--- config.mk ---
export PLATFORM = sky130hd
export DESIGN_NAME = whrs_fifo
export DESIGN_NICKNAME = d
export VERILOG_FILES = /design/src/rtl/weighted_histogram_running_stats_macros.svh /design/src/rtl/whrs_pkg.sv /design/src/rtl/whrs_fifo.sv
export SDC_FILE = /design/constraint.sdc
export NUM_CORES = 1
export LEC_CHECK = 0
export BUFFER_PORTS_ARGS = -buffer_cell sky130_fd_sc_hd__buf_2
export CAP_MARGIN = 20
export CORE_ASPECT_RATIO = 1.5
export CORE_MARGIN = 3
export CORE_UTILIZATION = 55
export CTS_CLUSTER_SIZE = 16
export DETAILED_ROUTE_END_ITERATION = 7
export GPL_TIMING_DRIVEN = 1
export HOLD_SLACK_MARGIN = 0.02
export PLACE_DENSITY = 0.77
export SLEW_MARGIN = 20
export SYNTH_ARGS = -nofsm -noshare
export SYNTH_HDL_FRONTEND = slang
export SYNTH_SLANG_ARGS = --single-unit
--- constraint.sdc ---
create_clock -name clk -period 4.9 [get_ports clk]
set_input_delay 0.245 -clock clk [delete_from_list [all_inputs] [get_ports clk]]
set_output_delay 0.245 -clock clk [all_outputs]
set_load 0.02 [all_outputs]
--- src/rtl/weighted_histogram_running_stats_macros.svh ---
// Assertion macros used by the histogram back end.
`ifndef WEIGHTED_HISTOGRAM_RUNNING_STATS_MACROS_SVH
`define WEIGHTED_HISTOGRAM_RUNNING_STATS_MACROS_SVH

// same-cycle implication
`define WHRS_ASSERT_IMP(lbl, ck, rn, ante, cons, msg) \
	lbl: assert property (@(posedge ck) disable iff (!rn) (ante) |-> (cons)) else $error(msg);

// next-cycle implication
`define WHRS_ASSERT_NXT(lbl, ck, rn, ante, cons, msg) \
	lbl: assert property (@(posedge ck) disable iff (!rn) (ante) |=> (cons)) else $error(msg);

`endif

--- src/rtl/whrs_pkg.sv ---
// Shared types, constants and divider step for the weighted histogram.
`default_nettype none
package whrs_pkg;
	localparam int NUM_BINS_DEF = 256;
	localparam int FIFO_DEPTH   = 4;
	localparam int DIV_ITERS    = 40;   // two quotient bits per cycle, 80-bit numerator
	localparam int NUM_W        = 2 * DIV_ITERS;

	localparam logic REG_INV_BIN_WIDTH = 1'b0;
	localparam logic REG_BASE_BIN      = 1'b1;

	localparam logic [31:0] INV_BIN_WIDTH_RST = 32'd65536;
	localparam logic [31:0] BASE_BIN_RST      = 32'hFFFF_FF80;

	typedef struct packed {
		logic [31:0] mean;
		logic [62:0] mean_square;
		logic [39:0] total_weight;
		logic [7:0]  slot;
		logic [31:0] slot_weight;
		logic [7:0]  mode_slot;
		logic [7:0]  lowest_slot;
		logic [7:0]  highest_slot;
		logic        out_of_range;
		logic        ignored;
	} res_t;

	typedef struct packed {
		logic [41:0] rem;
		logic        q;
	} dstep_t;

	function automatic dstep_t div_step(input logic [41:0] rem, input logic b,
	                                    input logic [40:0] d);
		dstep_t      r;
		logic [41:0] t;
		t = {rem[40:0], b};
		if (t >= {1'b0, d}) begin
			r.rem = t - {1'b0, d};
			r.q   = 1'b1;
		end else begin
			r.rem = t;
			r.q   = 1'b0;
		end
		return r;
	endfunction
endpackage
`default_nettype wire

--- src/rtl/whrs_fifo.sv ---
// Small queue between front and back.
`default_nettype none
module whrs_fifo import whrs_pkg::*; #(
	parameter int W = 58
) (
	input  wire logic         clk,
	input  wire logic         arst_n,
	input  wire logic         wr,
	input  wire logic [W-1:0] wdata,
	output logic              fl,
	input  wire logic         rd,
	output logic [W-1:0]      rdata,
	output logic              em
);
	localparam int PW = $clog2(FIFO_DEPTH);
	localparam int CW = $clog2(FIFO_DEPTH + 1);

	logic [W-1:0]  mem_q [FIFO_DEPTH];
	logic [PW-1:0] wp_q, rp_q;
	logic [CW-1:0] cnt_q;

	assign fl    = (cnt_q == CW'(FIFO_DEPTH));
	assign em    = (cnt_q == '0);
	assign rdata = mem_q[rp_q];

	always_ff @(posedge clk or negedge arst_n) begin
		if (!arst_n) begin
			wp_q  <= '0;
			rp_q  <= '0;
			cnt_q <= '0;
		end else begin
			if (wr && !fl)
				wp_q <= PW'(wp_q + 1'b1);
			if (rd && !em)
				rp_q <= PW'(rp_q + 1'b1);
			cnt_q <= CW'(cnt_q + CW'(wr && !fl) - CW'(rd && !em));
		end
	end

	always_ff @(posedge clk)
		if (wr && !fl)
			mem_q[wp_q] <= wdata;
endmodule
`default_nettype wire

==> results.sh <==
export IMPL_synth_nets=414
export IMPL_p_leak_nw=3.81
export IMPL_power_density_nw_per_um2=599
export IMPL_fp_dieW_um=110
export IMPL_post_route_period_util_pct=60.7
export IMPL_grt_max_degree=44
export IMPL_dp_hpwl_um=9710
export IMPL_cts_buffers=22
export IMPL_rr_startpoint="cnt_q[2]$_DFF_PN0_"
export IMPL_critPathKind="reg2out"
export IMPL_grt_pass1_vias=4639
export IMPL_finalNetCount=610
export IMPL_antennaDiodeCount=0
export IMPL_cp_slowest_stage_delay_ps=980
export IMPL_routed_via_density=5.55
export IMPL_area_delta_synth_final_pct=22.8
export IMPL_vias=4209
export IMPL_synthCells=345
export IMPL_path_cells="buf_4, mux4_2, buf_2"
export IMPL_grt_pass1_wl_um=25700
export IMPL_synth_cell_type_count=20
export IMPL_totalPowerFinal_mw=6.55
export IMPL_regToRegSetupSlack_ps=2450
export IMPL_fp_row_count=56
export IMPL_crit_fanout=43
export IMPL_setup_viol_count_final=0
export IMPL_syn_area_um2=8910
export IMPL_slew_headroom_pct=31.0
export IMPL_finClkSkew_ps=10.1
export IMPL_postRouteAntennaNets=0
export IMPL_crit_required_ps=4660
export IMPL_rsz0062_at_grt="no"
export IMPL_yosysSeqAreaShare_pct=80.2
export IMPL_post_cts_repair_setup_buffers=0
export IMPL_numPortBuffers=121
export IMPL_fin_setup_tns_ps=0
export IMPL_slowest_stage="dfrtp_4"
export IMPL_yosysWarningCount=0
export IMPL_clockBufferDepth=3
export IMPL_vdd_ir_drop_max_mv=0.412
export IMPL_hold_slack_ps=93.7
export IMPL_outcome="finished clean"
export IMPL_final_common_cell="edfxtp_1"
export IMPL_drcViolationCount=0
export IMPL_clock_fmax_ghz=0.336
export IMPL_avgSynthCellArea_um2=25.8
export IMPL_cts_tree="done"
export IMPL_drt_iter0_drc=307
export IMPL_track_usage_pct=19.6
export IMPL_boundaryPins=122
export IMPL_htree_levels=1
export IMPL_core_region_area_um2=15800
export IMPL_cap_violations=0
export IMPL_cp_end_kind="output port"
export IMPL_yosys_register_bits=239
export IMPL_final_cell_mix="edfxtp_1 (232), buf_2 (121), dlygate4sd3_1 (59)"
export IMPL_clk_pin_slew_worst_paths_ps=60
export IMPL_timing_rr_end="mem_q[1][39]$_DFFE_PP_"
export IMPL_worst_setup_path_start_kind="register"
export IMPL_clock_sinks=239
export IMPL_drt_wirelength_per_cell_um=21.9
export IMPL_finalMaxSlewViolations=0
export IMPL_tightest_slew_ps=1030
export IMPL_first_pass_iters=4
export IMPL_cp_arrival_ps=2730
export IMPL_place_gp_congestion=0.726
export IMPL_clock_root_buffer="clkbuf_16"
export IMPL_start_util_pct=56.5
export IMPL_antenna_found_initial=0
export IMPL_final_util_pct=69.4
export IMPL_reg2regPathDepth=3
export IMPL_die_h_um=162
export IMPL_hold_class="in2reg"
export IMPL_cts_hold_buf=59
export IMPL_die_area_um2=17800
export IMPL_critPathLaunch="rp_q[0]$_DFFE_PN0P_"
export IMPL_grt_overflow_total=0
export IMPL_crit_path_end="rdata[52]"
export IMPL_fillers=968
export IMPL_post_cts_resized=0
export IMPL_hold_viol=0
export IMPL_wl_um=16600
export IMPL_drive_gt1_share_pct=39.6
export IMPL_clk_latency_ps=490
export IMPL_finalCriticalPeriod_ps=2970
[kinds of logic after synthesis]
group                    Yosys count  share of synthesized area [%]
AO/OA/AOI/OAI                      4                          0.351
XOR/XNOR                           4                          0.393
AND/OR/NAND/NOR                   13                           1.17
buffers and inverters             20                           2.18
flip-flops                       239                           80.2
multiplexers                      58                           14.7
adder cells (fa/ha/maj)            7                           1.07
[stage by stage]
| step | worst slack (ps) | std cells | instance area (µm²) |
|---|---|---|---|
| after floorplan | 2320 | 345 | 8910 |
| after global placement | 2330 | 661 | 9650 |
| after detailed placement | 2340 | 661 | 9650 |
| after CTS | 1800 | 759 | 10900 |
| after global routing | 1710 | 759 | 10900 |
| final | 1930 | 759 | 10900 |
[worst max-delay path: cells and delay by family (launching register included)]
kind	cells	cell delay, ps
flops	1	980
buf+inv	2	660
mux	1	570
[cell type report]
cell class	count	area [µm²]	share of cell area (%)
inverter	6	22.5	0.206
clock inverter	12	104	0.950
timing repair buffer	186	1240	11.4
multi-input combinational	86	1580	14.4
tap	203	254	2.32
clock buffer	27	591	5.40
sequential	239	7150	65.4
[per-layer routing]
| layer | wire (µm) | vias up | global-route usage [%] |
|---|---|---|---|
| li1 | - | 1860 | - |
| met1 | 6190 | 2203 | 24.0 |
| met2 | 9300 | 121 | 35.4 |
| met3 | 782 | 25 | 2.78 |
| met4 | 355 | 0 | 6.18 |
| met5 | 0 | - | 0 |
[state kept, by name, indices dropped and copies added (netlist names)]
| name | count |
|---|---|
| rp_q | 2 |
| cnt_q | 3 |
| mem_q | 232 |
| wp_q | 2 |
[synth_stat cells (all sizes together)]
cell type,instances,area (µm²)
o31ai,1,7.51
buf,14,171
nor3,1,5.00
fa,1,20.0
and3b,4,35.0
xnor2,4,35.0
o211ai,2,15.0
o311ai,1,8.76
dfrtp,7,175
nand2b,4,25.0
nand4bb,2,22.5
mux4,58,1310
ha,6,75.1
nand2,1,3.75
inv,6,22.5
nor3b,1,12.5
edfxtp,232,6970
[report_power, final]
| group | total [mW] | internal, mW | leakage (nW) | switching, mW |
|---|---|---|---|---|
| registers | 2.99 | 2.70 | 2.21 | 0.286 |
| logic | 1.93 | 0.856 | 1.26 | 1.08 |
| clock network | 1.63 | 0.958 | 0.335 | 0.672 |
[how the worst min path moves through the flow]
stage / from / to / slack, ps / cells past startpoint
floorplan: arst_n / cnt_q[0]$_DFF_PN0_ / -50 / 0
global placement: arst_n / wp_q[1]$_DFFE_PN0P_ / 90 / 1
detailed placement: arst_n / cnt_q[0]$_DFF_PN0_ / 90 / 1
CTS: rd / rp_q[0]$_DFFE_PN0P_ / 60 / 3
global route: wr / wp_q[1]$_DFFE_PN0P_ / 110 / 3
finish: rd / rp_q[0]$_DFFE_PN0P_ / 90 / 3
(Power assumes the default switching activity.)
