--- config.mk ---
export PLATFORM = sky130hd
export DESIGN_NAME = whrs_front
export DESIGN_NICKNAME = d
export VERILOG_FILES = /design/src/rtl/weighted_histogram_running_stats_macros.svh /design/src/rtl/whrs_pkg.sv /design/src/rtl/whrs_front.sv
export SDC_FILE = /design/constraint.sdc
export NUM_CORES = 2
export LEC_CHECK = 0
export BUFFER_PORTS_ARGS = -buffer_cell sky130_fd_sc_hd__buf_2
export CORE_MARGIN = 2
export CORE_UTILIZATION = 53
export CTS_BUF_LIST = sky130_fd_sc_hd__clkbuf_4
export DETAILED_ROUTE_END_ITERATION = 8
export PLACE_DENSITY = 0.73
export SETUP_SLACK_MARGIN = 0.1
export SLEW_MARGIN = 5
export SYNTH_ARGS = -nofsm -noshare
export SYNTH_HDL_FRONTEND = slang
export SYNTH_SLANG_ARGS = --single-unit
--- constraint.sdc ---
create_clock -name clk -period 10.1 [get_ports clk]
set_clock_uncertainty 0.15 [all_clocks]
set_input_delay 2.02 -clock clk [delete_from_list [all_inputs] [get_ports clk]]
set_output_delay 2.02 -clock clk [all_outputs]
set_load 0.05 [all_outputs]
--- src/rtl/weighted_histogram_running_stats_macros.svh ---
// Assertion macros used by the histogram back end.
`ifndef WEIGHTED_HISTOGRAM_RUNNING_STATS_MACROS_SVH
`define WEIGHTED_HISTOGRAM_RUNNING_STATS_MACROS_SVH

// same-cycle implication
`define WHRS_ASSERT_IMP(lbl, ck, rn, ante, cons, msg) \
	lbl: assert property (@(posedge ck) disable iff (!rn) (ante) |-> (cons)) else $error(msg);

// next-cycle implication
`define WHRS_ASSERT_NXT(lbl, ck, rn, ante, cons, msg) \
	lbl: assert property (@(posedge ck) disable iff (!rn) (ante) |=> (cons)) else $error(msg);

`endif

--- src/rtl/whrs_pkg.sv ---
// Shared types, constants and divider step for the weighted histogram.
`default_nettype none
package whrs_pkg;
	localparam int NUM_BINS_DEF = 256;
	localparam int FIFO_DEPTH   = 4;
	localparam int DIV_ITERS    = 40;   // two quotient bits per cycle, 80-bit numerator
	localparam int NUM_W        = 2 * DIV_ITERS;

	localparam logic REG_INV_BIN_WIDTH = 1'b0;
	localparam logic REG_BASE_BIN      = 1'b1;

	localparam logic [31:0] INV_BIN_WIDTH_RST = 32'd65536;
	localparam logic [31:0] BASE_BIN_RST      = 32'hFFFF_FF80;

	typedef struct packed {
		logic [31:0] mean;
		logic [62:0] mean_square;
		logic [39:0] total_weight;
		logic [7:0]  slot;
		logic [31:0] slot_weight;
		logic [7:0]  mode_slot;
		logic [7:0]  lowest_slot;
		logic [7:0]  highest_slot;
		logic        out_of_range;
		logic        ignored;
	} res_t;

	typedef struct packed {
		logic [41:0] rem;
		logic        q;
	} dstep_t;

	function automatic dstep_t div_step(input logic [41:0] rem, input logic b,
	                                    input logic [40:0] d);
		dstep_t      r;
		logic [41:0] t;
		t = {rem[40:0], b};
		if (t >= {1'b0, d}) begin
			r.rem = t - {1'b0, d};
			r.q   = 1'b1;
		end else begin
			r.rem = t;
			r.q   = 1'b0;
		end
		return r;
	endfunction
endpackage
`default_nettype wire

--- src/rtl/whrs_front.sv ---
// Front end: config registers, bin multiply and slot classification.
`default_nettype none
module whrs_front import whrs_pkg::*; #(
	parameter int NUM_BINS = NUM_BINS_DEF,
	parameter int IW       = $clog2(NUM_BINS),
	parameter int ITEM_W   = 50 + IW
) (
	input  wire logic              clk,
	input  wire logic              arst_n,
	input  wire logic              wr_en,
	input  wire logic              wr_index,
	input  wire logic [31:0]       wr_data,
	input  wire logic              push,
	output logic                   full,
	input  wire logic signed [31:0] sample_value,
	input  wire logic [15:0]       sample_weight,
	input  wire logic              hold,
	output logic                   q_push,
	input  wire logic              q_full,
	output logic [ITEM_W-1:0]      q_data
);
	logic [31:0]        ibw_q, base_q;
	logic               v_s1, v_s2;
	logic signed [31:0] x_s1, x_s2;
	logic [15:0]        w_s1, w_s2;
	logic [63:0]        prod_s2;
	logic               adv2, acc;
	logic [31:0]        ax1;
	logic [33:0]        bin, slot;
	logic               inr;

	always_ff @(posedge clk or negedge arst_n) begin
		if (!arst_n) begin
			ibw_q  <= INV_BIN_WIDTH_RST;
			base_q <= BASE_BIN_RST;
		end else if (wr_en) begin
			unique case (wr_index)
				REG_INV_BIN_WIDTH: ibw_q  <= wr_data;
				REG_BASE_BIN:      base_q <= wr_data;
				default:           ;
			endcase
		end
	end

	assign adv2   = !v_s2 || !q_full;
	assign full   = hold || (v_s1 && !adv2);
	assign acc    = push && !full;
	assign q_push = v_s2 && !q_full;
	assign ax1    = x_s1[31] ? 32'(-x_s1) : 32'(x_s1);

	always_ff @(posedge clk or negedge arst_n) begin
		if (!arst_n) begin
			v_s1 <= 1'b0;
			v_s2 <= 1'b0;
		end else begin
			if (acc)
				v_s1 <= 1'b1;
			else if (adv2)
				v_s1 <= 1'b0;
			if (adv2)
				v_s2 <= v_s1;
		end
	end

	always_ff @(posedge clk) begin
		if (acc) begin
			x_s1 <= sample_value;
			w_s1 <= sample_weight;
		end
		if (adv2 && v_s1) begin
			x_s2    <= x_s1;
			w_s2    <= w_s1;
			prod_s2 <= ax1 * ibw_q;
		end
	end

	always_comb begin
		bin = x_s2[31] ? 34'(-{2'b00, prod_s2[63:32]}) : {2'b00, prod_s2[63:32]};
		slot = bin - {{2{base_q[31]}}, base_q};
		inr  = !slot[33] && (slot < 34'(NUM_BINS));
	end

	assign q_data = {x_s2, w_s2, slot[IW-1:0], !inr, (w_s2 == 16'd0)};
endmodule
`default_nettype wire

==> out/qor.yml <==
status:
  status: "complete, no violations"
synthesis:
  syn_nets: 5546
  ys_warn_count: 0
  yosys-top-cells-area: "fa_1 (43%), edfxtp_1 (9.2%), ha_1 (8.9%)"
  synth_top_area_cell: "fa_1"
  seq_area_frac_synth_pct: 13.26
  syn_avg_cell_area_um2: 9.767
  synth_edf_count: 128
  synth_area_um2: 41680
  syn_inst: 4268
  synthArstFlopShare_pct: 34.02
  ys.flop_type: "edfxtp_1"
  synth_cell_types: 64
  synth_top_area_share_pct: 43.03
  ys_seq_elements: 194
clock_network:
  ctsHoldBuffers: 0
  cts.htree.levels: 4
  cts.sinks: 194
  cts_tree: "built"
  cts.clk_slew.worst_paths_ns: 0.22
  cts-buffers-inserted: 17
  root_buffer: "clkbuf_4"
  clockBufferDepth: 2
  clk_latency_ns: 0.67
global_route:
  antenna_found_initial: 4
  grt_max_degree: 67
  grt_usage_pct: 28.27
  grt_remaining_overflow: 0
  grt_pass1_vias: 32160
  grt_pass1_wl_mm: 177.4
worst_setup_path:
  cp_common_cell: "fa_1"
  slowest_delay_ns: 0.59
  crit_path_max_fanout: 11
  crit_buf_inv: 3
  crit_type: "reg -> reg"
  worstPathArrival_ns: 9.93
  crit_path_top_delay_cell: "or4_1"
  startpoint_type: "register"
  crit_family: "adder cells"
  endpoint_kind: "register"
  worstPathRequired_ns: 10.38
floorplan:
  die_area_um2: 80910
  fp.dieW_um: 284.4
  ios: 147
  die_y_um: 284.4
  row_count: 102
  core_area_um2: 77720
  start_util_pct: 53.63
sta:
  rsz0062_at_grt: "no"
  layout_min_cycle_time_ns: 9.652
  whs_ns: 0.2880
  finalHoldViolCount: 0
  setup_viol: 0
  fin_crit_sh_pct: 95.56
  slew_viol_final: 0
  fmax_mhz: 103.6
  slew-limit-headroom_pct: 9.732
  worst_slew_pin_slew_ns: 1.354
finish:
  ff_latch_area_um2: 5530
  area_growth_pct: 6.925
  final_nets: 5605
  final_layout_size_suffix_gt1_share_pct: 10.37
  nFillCells: 6721
  multiInputGateArea_um2: 32330
routing:
  num_vias: 29720
  first_pass_iters: 6
  drc: 0
  viasPerCell: 5.522
  totalWireLength_mm: 109.9
  wl_per_cell_um: 20.43
  first_iter_violations: 1989
  ant_nets: 0
placement:
  port-buffer-count: 146
  routabilityCongestion: 0.9245
  dp_hpwl_mm: 90.14
run:
  cap_violations: 0
min_path:
  hp-class: "reg -> reg"
kinds of logic (layout without fill, tap and decap cells):
logic type | count (synthesis) | count (layout) | synth area share, %
other | 0 | 1 | 0
DFF | 194 | 194 | 13.26
muxes | 67 | 67 | 1.807
buffers and inverters | 1135 | 1207 | 10.22
xor gates and xnor gates | 118 | 118 | 2.479
adders and majority gates | 1191 | 1191 | 51.88
AOI/OAI and AO/OA | 294 | 294 | 4.616
and+or+nand+nor | 1269 | 1269 | 15.73
registers in the layout, summed over array words and instances (netlist names):
name and cells:
w_s1 16, base_q 32, v_s1 1, v_s2 1, x_s1 32, ibw_q 32
prod_s2 32, x_s2 32, w_s2 16
through the flow:
step / setup WS (ns) / setup TNS [ns] / cell area [um2] / cells / util [%]
global route: 0.1011 / 0 / 44570 / 5381 / 57.35
floorplan: 1.124 / 0 / 41690 / 4268 / -
detailed placement: -0.1202 / -0.2953 / 43960 / 5341 / 56.56
finish: 0.4480 / 0 / 44570 / 5381 / 57.35
global placement: 0.04455 / 0 / 43960 / 5341 / 56.56
CTS: 0.06267 / 0 / 44330 / 5375 / 57.04
synthesized netlist by cell type (13+ instances only):
| library cell | instances |
|---|---|
| nand2b_1 | 13 |
| dfrtp_1 | 40 |
| nand2_1 | 521 |
| inv_1 | 915 |
| nand4_1 | 16 |
| o21ai_0 | 56 |
| xor2_1 | 24 |
| a21oi_1 | 78 |
| ha_1 | 295 |
| clkbuf_1 | 212 |
| fa_1 | 896 |
| o31ai_1 | 18 |
| xnor2_1 | 94 |
| and2_1 | 573 |
| edfxtp_1 | 128 |
| nand3_1 | 29 |
| nor4_1 | 17 |
| mux2_2 | 66 |
| nor2_1 | 34 |
| dfstp_2 | 26 |
| a21o_1 | 35 |
worst register-to-register path, delay by kind of cell, from the launching register on:
kind	cells	cell delay, ns
compound gates	6	1.35
xor+xnor	2	0.28
fa+ha+maj	9	4.30
buf+inv	3	0.27
flops	1	0.49
simple gates	9	2.60
cell usage in the layout, fill, tap and decap left out, types with 9 or more instances in the layout:
cell type | Yosys | final
buf_2 | 1 | 146
o31ai_1 | 18 | 14
a21oi_1 | 78 | 74
fa_1 | 896 | 896
nand3_1 | 29 | 28
xor2_1 | 24 | 20
and2_1 | 573 | 572
buf_4 | 0 | 107
a21o_1 | 35 | 35
or4_1 | 12 | 12
nor2_1 | 34 | 33
clkbuf_4 | 0 | 17
a31oi_1 | 12 | 12
nor4_1 | 17 | 14
nand2_1 | 521 | 521
mux2_2 | 66 | 66
edfxtp_1 | 128 | 128
dfrtp_1 | 40 | 38
inv_1 | 915 | 915
xnor2_2 | 0 | 21
o21a_1 | 11 | 11
nor3_1 | 11 | 11
xnor2_1 | 94 | 69
or3_1 | 10 | 9
dfstp_2 | 26 | 26
o21ai_0 | 56 | 51
ha_1 | 295 | 295
nand2b_1 | 13 | 12
nand4_1 | 16 | 16
area by class of cell:
type,instances,area share [%]
inverters,915,7.706
flip-flops and latches,194,12.41
well taps,1040,2.919
clock buffers,17,0.2863
repair buffers,260,3.638
diodes,1,0.005614
clock inverters,15,0.5025
multi-input cells,2939,72.53
path summary, 6_finish.rpt:
kind | depth (start not counted) | slack [ns] | to | start
min in group asynchronous | 2 | 1.35 | v_s2 | arst_n
worst max-delay path | 29 | 0.45 | prod_s2[62] | x_s1[9]
worst min-delay path | 0 | 0.29 | w_s2[14] | w_s1[14]
worst min register to register | 0 | 0.29 | w_s2[14] | w_s1[14]
max in group asynchronous | 2 | 7.76 | base_q[3] | arst_n
worst max register to register | 29 | 0.45 | prod_s2[62] | x_s1[9]
timing repair:
item | in CTS | in global routing
setup endpoints to repair | 11 | 24
setup buffers | 2 | 5
pin swaps | 1 | 4
resized for setup | 4 | 38
per-layer routing:
layer	global-route usage, %	vias to the layer above	wire [um]
li1	-	12960	-
met1	36.29	15450	42790
met5	0	-	0
met2	48.30	1034	54870
met4	12.86	0	5757
met3	3.218	270	6495
Power is not shown: default switching activity piles up to over one toggle a cycle in this logic, so the estimate is an artifact.
